**config.mk**
```make
export PLATFORM = sky130hd
export DESIGN_NAME = fill_heat_hold_cycle_sequencer_flat
export DESIGN_NICKNAME = d
export VERILOG_FILES = /design/src/hw/rtl/fhh_pkg.sv /design/src/hw/rtl/fhh_in_if.sv /design/src/hw/rtl/fhh_out_if.sv /design/src/hw/rtl/fhh_apb_regs.sv /design/src/hw/rtl/fhh_next.sv /design/src/hw/rtl/fill_heat_hold_cycle_sequencer.sv /design/src/flat_wrapper.sv
export SDC_FILE = /design/constraint.sdc
export NUM_CORES = 1
export LEC_CHECK = 0
export ABC_AREA = 0
export BUFFER_PORTS_ARGS = -buffer_cell sky130_fd_sc_hd__buf_2
export CAP_MARGIN = 20
export CORE_ASPECT_RATIO = 1.4
export CORE_UTILIZATION = 35
export DETAILED_ROUTE_END_ITERATION = 6
export PLACE_DENSITY_LB_ADDON = 0.3
export SYNTH_ARGS = -nofsm -noshare
export SYNTH_HDL_FRONTEND = slang
export SYNTH_SLANG_ARGS = --single-unit
```
**constraint.sdc**
```tcl
create_clock -name clk -period 8.24 [get_ports clk]
set_input_delay 0.824 -clock clk [delete_from_list [all_inputs] [get_ports clk]]
set_output_delay 0.824 -clock clk [all_outputs]
set_load 0.02 [all_outputs]
```
**src/hw/rtl/fhh_pkg.sv**
```systemverilog
`default_nettype none

package fhh_pkg;

	// Process phase codes, as seen on the phase field.
	typedef logic [2:0] phase_t;
	localparam phase_t PH_IDLE      = 3'd0;
	localparam phase_t PH_FILL_WAIT = 3'd1;
	localparam phase_t PH_FILLING   = 3'd2;
	localparam phase_t PH_HEAT_WAIT = 3'd3;
	localparam phase_t PH_HEATING   = 3'd4;
	localparam phase_t PH_HOLDING   = 3'd5;
	localparam phase_t PH_ALARM     = 3'd6;

	// Configuration register map: register n sits at byte address 4*n.
	localparam int ADDR_W = 4;
	typedef logic [1:0] reg_idx_t;
	localparam reg_idx_t REG_WATER_TARGET = 2'd0;
	localparam reg_idx_t REG_TEMP_TARGET  = 2'd1;
	localparam reg_idx_t REG_TIME_TARGET  = 2'd2;

	localparam logic [9:0] WATER_TARGET_RST = 10'd70;
	localparam logic [7:0] TEMP_TARGET_RST  = 8'd25;
	localparam logic [9:0] TIME_TARGET_RST  = 10'd2;

	// Flow meter: ten liters per thirty-three pulses.
	localparam logic [5:0] PULSE_STEP = 6'd10;
	localparam logic [5:0] PULSE_MOD  = 6'd33;
	localparam logic [5:0] SEC_PER_MIN = 6'd60;
	localparam logic [9:0] COUNT_MAX  = 10'd1023;

	typedef struct packed {
		logic       start_req;
		logic       second_tick;
		logic       flow_pulse;
		logic       sample_valid;
		logic [9:0] adc_sample;
		logic       skip;
		logic       alarm_off;
	} item_t;

	typedef struct packed {
		logic [9:0] water_target;
		logic [7:0] temp_target;
		logic [9:0] time_target;
	} cfg_t;

	typedef struct packed {
		phase_t      phase;
		logic [9:0]  liters;
		logic [5:0]  pulse_rem;
		logic [10:0] temp;
		logic [9:0]  minutes;
		logic [5:0]  seconds;
	} state_t;

	// Temperature = floor(adc * 6 / 5) = adc + floor(adc / 5).
	// The fifth uses a reciprocal of 205/1024, exact for all 10-bit inputs.
	function automatic logic [10:0] adc_to_temp(input logic [9:0] adc);
		logic [19:0] prod;
		prod = {10'd0, adc} * 20'd205;
		return {1'b0, adc} + {1'b0, prod[19:10]};
	endfunction

endpackage

`default_nettype wire

```
**src/hw/rtl/fhh_in_if.sv**
```systemverilog
`default_nettype none

interface fhh_in_if;
	logic       valid;
	logic       ready;
	logic       start_req;
	logic       second_tick;
	logic       flow_pulse;
	logic       sample_valid;
	logic [9:0] adc_sample;
	logic       skip;
	logic       alarm_off;

	modport source (
		output valid, start_req, second_tick, flow_pulse, sample_valid, adc_sample, skip,
		       alarm_off,
		input  ready
	);
	modport sink (
		input  valid, start_req, second_tick, flow_pulse, sample_valid, adc_sample, skip,
		       alarm_off,
		output ready
	);
endinterface

`default_nettype wire

```
**src/hw/rtl/fhh_out_if.sv**
```systemverilog
`default_nettype none

interface fhh_out_if;
	logic        valid;
	logic        ready;
	logic [2:0]  phase;
	logic        water_valve;
	logic        steam_valve;
	logic        alarm_on;
	logic [9:0]  liters_done;
	logic [10:0] temp_now;
	logic [9:0]  minutes_done;
	logic [5:0]  seconds_part;

	modport source (
		output valid, phase, water_valve, steam_valve, alarm_on, liters_done, temp_now,
		       minutes_done, seconds_part,
		input  ready
	);
	modport sink (
		input  valid, phase, water_valve, steam_valve, alarm_on, liters_done, temp_now,
		       minutes_done, seconds_part,
		output ready
	);
endinterface

`default_nettype wire

```
**src/hw/rtl/fhh_apb_regs.sv**
```systemverilog
`default_nettype none

module fhh_apb_regs (
	input  wire logic                        clk,
	input  wire logic                        arst_n,
	input  wire logic                        psel,
	input  wire logic                        penable,
	input  wire logic                        pwrite,
	input  wire logic [fhh_pkg::ADDR_W-1:0]  paddr,
	input  wire logic [31:0]                 pwdata,
	output logic      [31:0]                 prdata,
	output logic                             pready,
	output fhh_pkg::cfg_t                    cfg
);

	fhh_pkg::cfg_t    cfg_q;
	fhh_pkg::reg_idx_t idx;
	logic              wr_en;

	assign pready = 1'b1;
	assign idx    = paddr[3:2];
	assign wr_en  = psel && penable && pwrite && pready;
	assign cfg    = cfg_q;

	// Register writes complete in the access phase.
	always_ff @(posedge clk or negedge arst_n) begin
		if (!arst_n) begin
			cfg_q.water_target <= fhh_pkg::WATER_TARGET_RST;
			cfg_q.temp_target  <= fhh_pkg::TEMP_TARGET_RST;
			cfg_q.time_target  <= fhh_pkg::TIME_TARGET_RST;
		end else if (wr_en) begin
			case (idx)
				fhh_pkg::REG_WATER_TARGET: cfg_q.water_target <= pwdata[9:0];
				fhh_pkg::REG_TEMP_TARGET:  cfg_q.temp_target  <= pwdata[7:0];
				fhh_pkg::REG_TIME_TARGET:  cfg_q.time_target  <= pwdata[9:0];
				default: ;
			endcase
		end
	end

	// Read back the addressed register, zero elsewhere.
	always_comb begin
		case (idx)
			fhh_pkg::REG_WATER_TARGET: prdata = {22'd0, cfg_q.water_target};
			fhh_pkg::REG_TEMP_TARGET:  prdata = {24'd0, cfg_q.temp_target};
			fhh_pkg::REG_TIME_TARGET:  prdata = {22'd0, cfg_q.time_target};
			default:                   prdata = 32'd0;
		endcase
	end

endmodule

`default_nettype wire

```
**src/hw/rtl/fhh_next.sv**
```systemverilog
`default_nettype none

module fhh_next (
	input  wire fhh_pkg::item_t  item,
	input  wire fhh_pkg::state_t cur,
	input  wire fhh_pkg::cfg_t   cfg,
	output fhh_pkg::state_t      nxt
);

	fhh_pkg::phase_t p0;
	logic [5:0]      rem_sum;
	logic [5:0]      sec_inc;
	logic            fill_done;
	logic            heat_done;
	logic            hold_done;
	logic            hold_zero;

	// Counters first, then the phase transitions that look at them.
	always_comb begin
		nxt      = cur;
		p0       = (cur.phase > fhh_pkg::PH_ALARM) ? fhh_pkg::PH_IDLE : cur.phase;
		nxt.phase = p0;
		rem_sum  = cur.pulse_rem + fhh_pkg::PULSE_STEP;
		sec_inc  = cur.seconds + 6'd1;

		// A new temperature reading is taken in any phase.
		if (item.sample_valid) begin
			nxt.temp = fhh_pkg::adc_to_temp(item.adc_sample);
		end

		// Flow pulses count while waiting to fill and while filling.
		if (item.flow_pulse && (p0 inside {fhh_pkg::PH_FILL_WAIT, fhh_pkg::PH_FILLING})) begin
			if (rem_sum >= fhh_pkg::PULSE_MOD) begin
				nxt.pulse_rem = rem_sum - fhh_pkg::PULSE_MOD;
				if (cur.liters != fhh_pkg::COUNT_MAX) begin
					nxt.liters = cur.liters + 10'd1;
				end
			end else begin
				nxt.pulse_rem = rem_sum;
			end
		end

		// Hold timer: seconds wrap into saturating minutes.
		if (item.second_tick && p0 == fhh_pkg::PH_HOLDING) begin
			if (sec_inc >= fhh_pkg::SEC_PER_MIN) begin
				nxt.seconds = 6'd0;
				if (cur.minutes != fhh_pkg::COUNT_MAX) begin
					nxt.minutes = cur.minutes + 10'd1;
				end
			end else begin
				nxt.seconds = sec_inc;
			end
		end

		fill_done = nxt.liters >= cfg.water_target;
		heat_done = nxt.temp >= {3'd0, cfg.temp_target};
		hold_done = nxt.minutes >= cfg.time_target;
		hold_zero = cfg.time_target == 10'd0;

		// Events act only in the starting phase; target checks cascade.
		case (p0)
			fhh_pkg::PH_FILL_WAIT: begin
				if (item.second_tick) begin
					nxt.phase = fill_done ? fhh_pkg::PH_HEAT_WAIT : fhh_pkg::PH_FILLING;
				end
			end
			fhh_pkg::PH_FILLING: begin
				if (fill_done || item.skip) begin
					nxt.phase = fhh_pkg::PH_HEAT_WAIT;
				end
			end
			fhh_pkg::PH_HEAT_WAIT: begin
				if (item.second_tick) begin
					if (heat_done) begin
						nxt.minutes = 10'd0;
						nxt.seconds = 6'd0;
						nxt.phase   = hold_zero ? fhh_pkg::PH_ALARM : fhh_pkg::PH_HOLDING;
					end else begin
						nxt.phase = fhh_pkg::PH_HEATING;
					end
				end
			end
			fhh_pkg::PH_HEATING: begin
				if (heat_done || item.skip) begin
					nxt.minutes = 10'd0;
					nxt.seconds = 6'd0;
					nxt.phase   = hold_zero ? fhh_pkg::PH_ALARM : fhh_pkg::PH_HOLDING;
				end
			end
			fhh_pkg::PH_HOLDING: begin
				if (hold_done || item.skip) begin
					nxt.phase = fhh_pkg::PH_ALARM;
				end
			end
			fhh_pkg::PH_ALARM: begin
				if (item.alarm_off) begin
					nxt.phase = fhh_pkg::PH_IDLE;
				end
			end
			default: begin
				// Idle: a start clears the counters.
				if (item.start_req) begin
					nxt.liters    = 10'd0;
					nxt.pulse_rem = 6'd0;
					nxt.minutes   = 10'd0;
					nxt.seconds   = 6'd0;
					nxt.phase     = fhh_pkg::PH_FILL_WAIT;
				end
			end
		endcase
	end

endmodule

`default_nettype wire

```
**src/hw/rtl/fill_heat_hold_cycle_sequencer.sv**
```systemverilog
// Path: an accepted input beat passes the input register, then the
// state/result register, before it leaves as a result beat.
// Throughput: one item per cycle while results are taken; a stalled result
// lets the input register take one more beat, then holds the input.
// Reset: arst_n clears the phase to idle and all counters to zero, and
// loads the targets with 70 liters, 25 degrees and 2 minutes.
`default_nettype none

module fill_heat_hold_cycle_sequencer (
	input  wire logic                       clk,
	input  wire logic                       arst_n,
	input  wire logic                       psel,
	input  wire logic                       penable,
	input  wire logic                       pwrite,
	input  wire logic [fhh_pkg::ADDR_W-1:0] paddr,
	input  wire logic [31:0]                pwdata,
	output logic      [31:0]                prdata,
	output logic                            pready,
	fhh_in_if.sink                          item,
	fhh_out_if.source                       result
);

	fhh_pkg::cfg_t   cfg;
	fhh_pkg::item_t  item_s1;
	logic            item_vld_s1;
	fhh_pkg::state_t state_q;
	fhh_pkg::state_t state_nxt;
	logic            result_vld_q;
	logic            fire;

	fhh_apb_regs u_regs (
		.clk     (clk),
		.arst_n  (arst_n),
		.psel    (psel),
		.penable (penable),
		.pwrite  (pwrite),
		.paddr   (paddr),
		.pwdata  (pwdata),
		.prdata  (prdata),
		.pready  (pready),
		.cfg     (cfg)
	);

	fhh_next u_next (
		.item (item_s1),
		.cur  (state_q),
		.cfg  (cfg),
		.nxt  (state_nxt)
	);

	// The held item is processed whenever the result register is free.
	assign fire       = item_vld_s1 && (!result_vld_q || result.ready);
	assign item.ready = !item_vld_s1 || fire;

	// Input register.
	always_ff @(posedge clk or negedge arst_n) begin
		if (!arst_n) begin
			item_vld_s1 <= 1'b0;
		end else if (item.ready) begin
			item_vld_s1 <= item.valid;
		end
	end

	always_ff @(posedge clk) begin
		if (item.valid && item.ready) begin
			item_s1.start_req    <= item.start_req;
			item_s1.second_tick  <= item.second_tick;
			item_s1.flow_pulse   <= item.flow_pulse;
			item_s1.sample_valid <= item.sample_valid;
			item_s1.adc_sample   <= item.adc_sample;
			item_s1.skip         <= item.skip;
			item_s1.alarm_off    <= item.alarm_off;
		end
	end

	// Process state doubles as the result register.
	always_ff @(posedge clk or negedge arst_n) begin
		if (!arst_n) begin
			state_q      <= '0;
			result_vld_q <= 1'b0;
		end else begin
			if (fire) begin
				state_q <= state_nxt;
			end
			if (fire) begin
				result_vld_q <= 1'b1;
			end else if (result.ready) begin
				result_vld_q <= 1'b0;
			end
		end
	end

	// Result beat.
	assign result.valid        = result_vld_q;
	assign result.phase        = state_q.phase;
	assign result.water_valve  = state_q.phase == fhh_pkg::PH_FILLING;
	assign result.steam_valve  = state_q.phase == fhh_pkg::PH_HEATING;
	assign result.alarm_on     = state_q.phase == fhh_pkg::PH_ALARM;
	assign result.liters_done  = state_q.liters;
	assign result.temp_now     = state_q.temp;
	assign result.minutes_done = state_q.minutes;
	assign result.seconds_part = state_q.seconds;

`ifndef NO_ASSERTIONS
	a_seconds_range: assert property (@(posedge clk) disable iff (!arst_n)
		state_q.seconds < fhh_pkg::SEC_PER_MIN)
		else $error("hold seconds counter out of range");

	a_pulse_rem_range: assert property (@(posedge clk) disable iff (!arst_n)
		state_q.pulse_rem < fhh_pkg::PULSE_MOD)
		else $error("pulse remainder out of range");

	a_stall_cause: assert property (@(posedge clk) disable iff (!arst_n)
		!item.ready |-> (item_vld_s1 && result_vld_q && !result.ready))
		else $error("input stalled without a blocked result");

	a_start_clears: assert property (@(posedge clk) disable iff (!arst_n)
		(fire && item_s1.start_req && state_q.phase == fhh_pkg::PH_IDLE)
		|=> (state_q.liters == 10'd0 && state_q.minutes == 10'd0
		     && state_q.phase == fhh_pkg::PH_FILL_WAIT))
		else $error("start did not clear the counters");
`endif

endmodule

`default_nettype wire
```
**src/flat_wrapper.sv**
```systemverilog
// flat-port wrapper written by rule: the top's interface ports become plain ports
module fill_heat_hold_cycle_sequencer_flat 
  (clk, arst_n, psel, penable, pwrite, paddr, pwdata, prdata, pready, item_valid, item_start_req, item_second_tick, item_flow_pulse, item_sample_valid, item_adc_sample, item_skip, item_alarm_off, item_ready, result_valid, result_phase, result_water_valve, result_steam_valve, result_alarm_on, result_liters_done, result_temp_now, result_minutes_done, result_seconds_part, result_ready);
  fhh_in_if item_i ();
  fhh_out_if result_i ();
  input  wire logic clk;
  input  wire logic arst_n;
  input  wire logic psel;
  input  wire logic penable;
  input  wire logic pwrite;
  input  wire logic [fhh_pkg::ADDR_W-1:0] paddr;
  input  wire logic [31:0] pwdata;
  output logic      [31:0] prdata;
  output logic pready;
  input wire logic [$bits(item_i.valid)-1:0] item_valid;
  input wire logic [$bits(item_i.start_req)-1:0] item_start_req;
  input wire logic [$bits(item_i.second_tick)-1:0] item_second_tick;
  input wire logic [$bits(item_i.flow_pulse)-1:0] item_flow_pulse;
  input wire logic [$bits(item_i.sample_valid)-1:0] item_sample_valid;
  input wire logic [$bits(item_i.adc_sample)-1:0] item_adc_sample;
  input wire logic [$bits(item_i.skip)-1:0] item_skip;
  input wire logic [$bits(item_i.alarm_off)-1:0] item_alarm_off;
  output wire logic [$bits(item_i.ready)-1:0] item_ready;
  output wire logic [$bits(result_i.valid)-1:0] result_valid;
  output wire logic [$bits(result_i.phase)-1:0] result_phase;
  output wire logic [$bits(result_i.water_valve)-1:0] result_water_valve;
  output wire logic [$bits(result_i.steam_valve)-1:0] result_steam_valve;
  output wire logic [$bits(result_i.alarm_on)-1:0] result_alarm_on;
  output wire logic [$bits(result_i.liters_done)-1:0] result_liters_done;
  output wire logic [$bits(result_i.temp_now)-1:0] result_temp_now;
  output wire logic [$bits(result_i.minutes_done)-1:0] result_minutes_done;
  output wire logic [$bits(result_i.seconds_part)-1:0] result_seconds_part;
  input wire logic [$bits(result_i.ready)-1:0] result_ready;
  assign item_i.valid = item_valid;
  assign item_i.start_req = item_start_req;
  assign item_i.second_tick = item_second_tick;
  assign item_i.flow_pulse = item_flow_pulse;
  assign item_i.sample_valid = item_sample_valid;
  assign item_i.adc_sample = item_adc_sample;
  assign item_i.skip = item_skip;
  assign item_i.alarm_off = item_alarm_off;
  assign item_ready = item_i.ready;
  assign result_valid = result_i.valid;
  assign result_phase = result_i.phase;
  assign result_water_valve = result_i.water_valve;
  assign result_steam_valve = result_i.steam_valve;
  assign result_alarm_on = result_i.alarm_on;
  assign result_liters_done = result_i.liters_done;
  assign result_temp_now = result_i.temp_now;
  assign result_minutes_done = result_i.minutes_done;
  assign result_seconds_part = result_i.seconds_part;
  assign result_i.ready = result_ready;
  fill_heat_hold_cycle_sequencer u_core (.clk(clk), .arst_n(arst_n), .psel(psel), .penable(penable), .pwrite(pwrite), .paddr(paddr), .pwdata(pwdata), .prdata(prdata), .pready(pready), .item(item_i), .result(result_i));
endmodule
```
==> results_dict.tcl <==
set metrics [dict create \
    status "finished, final reports clean" \
    hold_class "in -> async" \
    fin_setup_tns_ps 0 \
    max_freq_mhz 131 \
    cp-end-kind "flop" \
    final_cell_area_um2 8340 \
    detail_route.wirelength_um 18600 \
    gp_congestion 0.845 \
    powerDensity_nw_per_um2 288 \
    slew_viol_final 0 \
    dr_total_vias 5810 \
    synth_most_common_cell "ha_1" \
    syn_area_um2 7690 \
    avgSynthCellArea_um2 9.31 \
    clk_pin_slew_ps 70 \
    critPathLaunchType "flop" \
    post_synth_num_cell_types 63 \
    drtPass1Iterations 4 \
    grt.overflow.total 0 \
    postCtsSetupBuffers 0 \
    die_x_um 127 \
    htreeDepth 3 \
    grt_max_degree 77 \
    fin_nets 1035 \
    worstPathRequired_ps 8530 \
    wire_per_inst_um 16.0 \
    synth_area_leaders "dfrtp_1 (22%), ha_1 (15%), edfxtp_1 (6.2%)" \
    clockBufferDepth 2 \
    r2r_cells 29 \
    grt_pass1_vias 5767 \
    num-fill-cells 2210 \
    tightest_slew_ps 1060 \
    ys_seq_elements 92 \
    antennaDiodeCount 0 \
    place_area_um2 8030 \
    syn_inst 826 \
    die_h_um 177 \
    crit_fanout 14 \
    multi_input_area_um2 4500 \
    p_total_uw 2400 \
    via_per_inst 5.00 \
    ir_worst_vdd_mv 0.146 \
    grt_pass1_wl_um 30100 \
    worst_clock_skew_ps 11.4 \
    cts_tree "done" \
    rrSetupSlack_ps 600 \
    yosysSeqAreaShare_pct 31.1 \
    finalSetupViolations 0 \
    pin_count 137 \
    cts-buffers-inserted 9 \
    ant_nets 0 \
    drtIter0Drc 232 \
    hold_violations 0 \
    drv_cap 0 \
    ys_async_sr_fraction_pct 82.6 \
    max_stage_delay_ps 540 \
    cts_root_buf "clkbuf_16" \
    antenna_found_initial 0 \
    drc 0 \
    track_usage_pct 17.3 \
    synth_flop_cell "dfrtp_1" \
    area_growth_pct 8.48 \
    min_period_ps 7640 \
    port_buffers 89 \
    initial_core_util_pct 36.0 \
    rows 63 \
    drive_above_1_share_pct 17.5 \
    netlist.top_cell.by_area "dfrtp_1" \
    slew_headroom_pct 29.2 \
    synth_common_cells "ha_1 (93), inv_1 (79), nand2_1 (78)" \
    yosysWarnings 0 \
    cts_hold_buffers 0 \
    cts.sinks 92 \
    yosysTopAreaCellShare_pct 22.5 \
    rsz0062_at_grt "false" \
    finalCritPeriodShare_pct 92.7 \
    post_cts_resized 0 \
    p_leak_uw 0.00407 \
    synth_edf_count 16 \
    clock_latency_ps 350 \
    place_hpwl_um 14700 \
    regArea_um2 2390 \
    critPathArrivalTime_ps 7930 \
    critPathKind "reg -> reg" \
    die-area_um2 22600 \
    slowest_stage "fa_1" \
    design.core.area_um2 21400 \
]
[cells by family after synthesis]
logic type                 count (synthesis)  share of synthesized area, %
other                                      2                        0.0977
xor gates and xnor gates                  41                          4.67
DFF                                       92                          31.1
buffers and inverters                    166                          11.6
adders and majority gates                110                          19.6
muxes                                     34                          4.80
and+or+nand+nor                          214                          14.0
AOI/OAI and AO/OA                        167                          14.2
[critical path: cells and delay by family, from the launching register on]
| kind | cells | cell delay [ps] |
|---|---|---|
| adders and majority gates | 7 | 2820 |
| AOI/OAI and AO/OA | 12 | 2740 |
| and+or+nand+nor | 3 | 590 |
| DFF | 1 | 500 |
| buffers and inverters | 5 | 470 |
| muxes | 1 | 290 |
| xor gates and xnor gates | 1 | 180 |
[power by group]
part           internal [uW]  switching [uW]
clock                    218             196
combinational            578             739
sequential               558             113
total                   1350            1050
[layout make-up]
type	instances	share of cell area (%)
multi-input cells	589	53.9
flip-flops and latches	92	28.7
repair buffers	95	6.06
clock buffers	11	2.91
clock inverters	5	0.525
well taps	292	4.38
inverters	79	3.55
[layer usage]
layer  global-route usage, %  wire, um  up-vias
met3                    2.29       559       24
met4                    5.56       370        0
met2                    33.3     10200      102
li1                        -         -     2873
met1                    19.4      7480     2811
met5                       0         0        -
[registers in the layout, indices dropped and copies added, names as in the netlist]
register	cells
u_core.u_regs.cfg	28
u_core.item_s1	16
u_core.result.temp_now	11
u_core.result.liters_done	10
u_core.result.minutes_done	10
u_core.result.seconds_part	6
u_core.state_q	6
u_core.result.phase	3
u_core.item_vld_s1	1
u_core.result.valid	1
[stage by stage]
stage          hold slack, ps  setup WS, ps  std cells  util [%]
2_1_floorplan             465          1560        847         -
3_3_place_gp              480           638       1146      37.6
3_5_place_dp              497           563       1146      37.6
4_1_cts                   514           474       1162      38.9
5_1_grt                   478          28.6       1163      39.1
6_report                  444           602       1163      39.1
[placed cells by master, fill, tap and decap left out, types with 14 or more instances in the layout]
cell type,netlist,routed
a21oi_1,27,27
inv_1,79,79
fa_1,17,17
nand2_1,78,78
edfxtp_1,16,16
nand3_1,16,16
buf_2,3,88
dfrtp_1,69,69
xnor2_1,33,33
o21ai_0,62,62
ha_1,93,93
mux2_2,23,23
nor2_1,32,32
a21o_1,17,17
conb_1,2,23
nand2b_1,14,14
[final timing paths]
kind	from	to
max reg2reg	u_core.item_s1[4]	u_core.result.seconds_part[0]
min in group clk	u_core.result.temp_now[0]	u_core.result.temp_now[0]
min reg2reg	u_core.result.temp_now[0]	u_core.result.temp_now[0]
max in group asynchronous	arst_n	u_core.u_regs.cfg[10]
min	arst_n	u_core.result.seconds_part[0]
max	u_core.item_s1[4]	u_core.result.seconds_part[0]
Note: power is estimated with default switching activity, not from simulation.
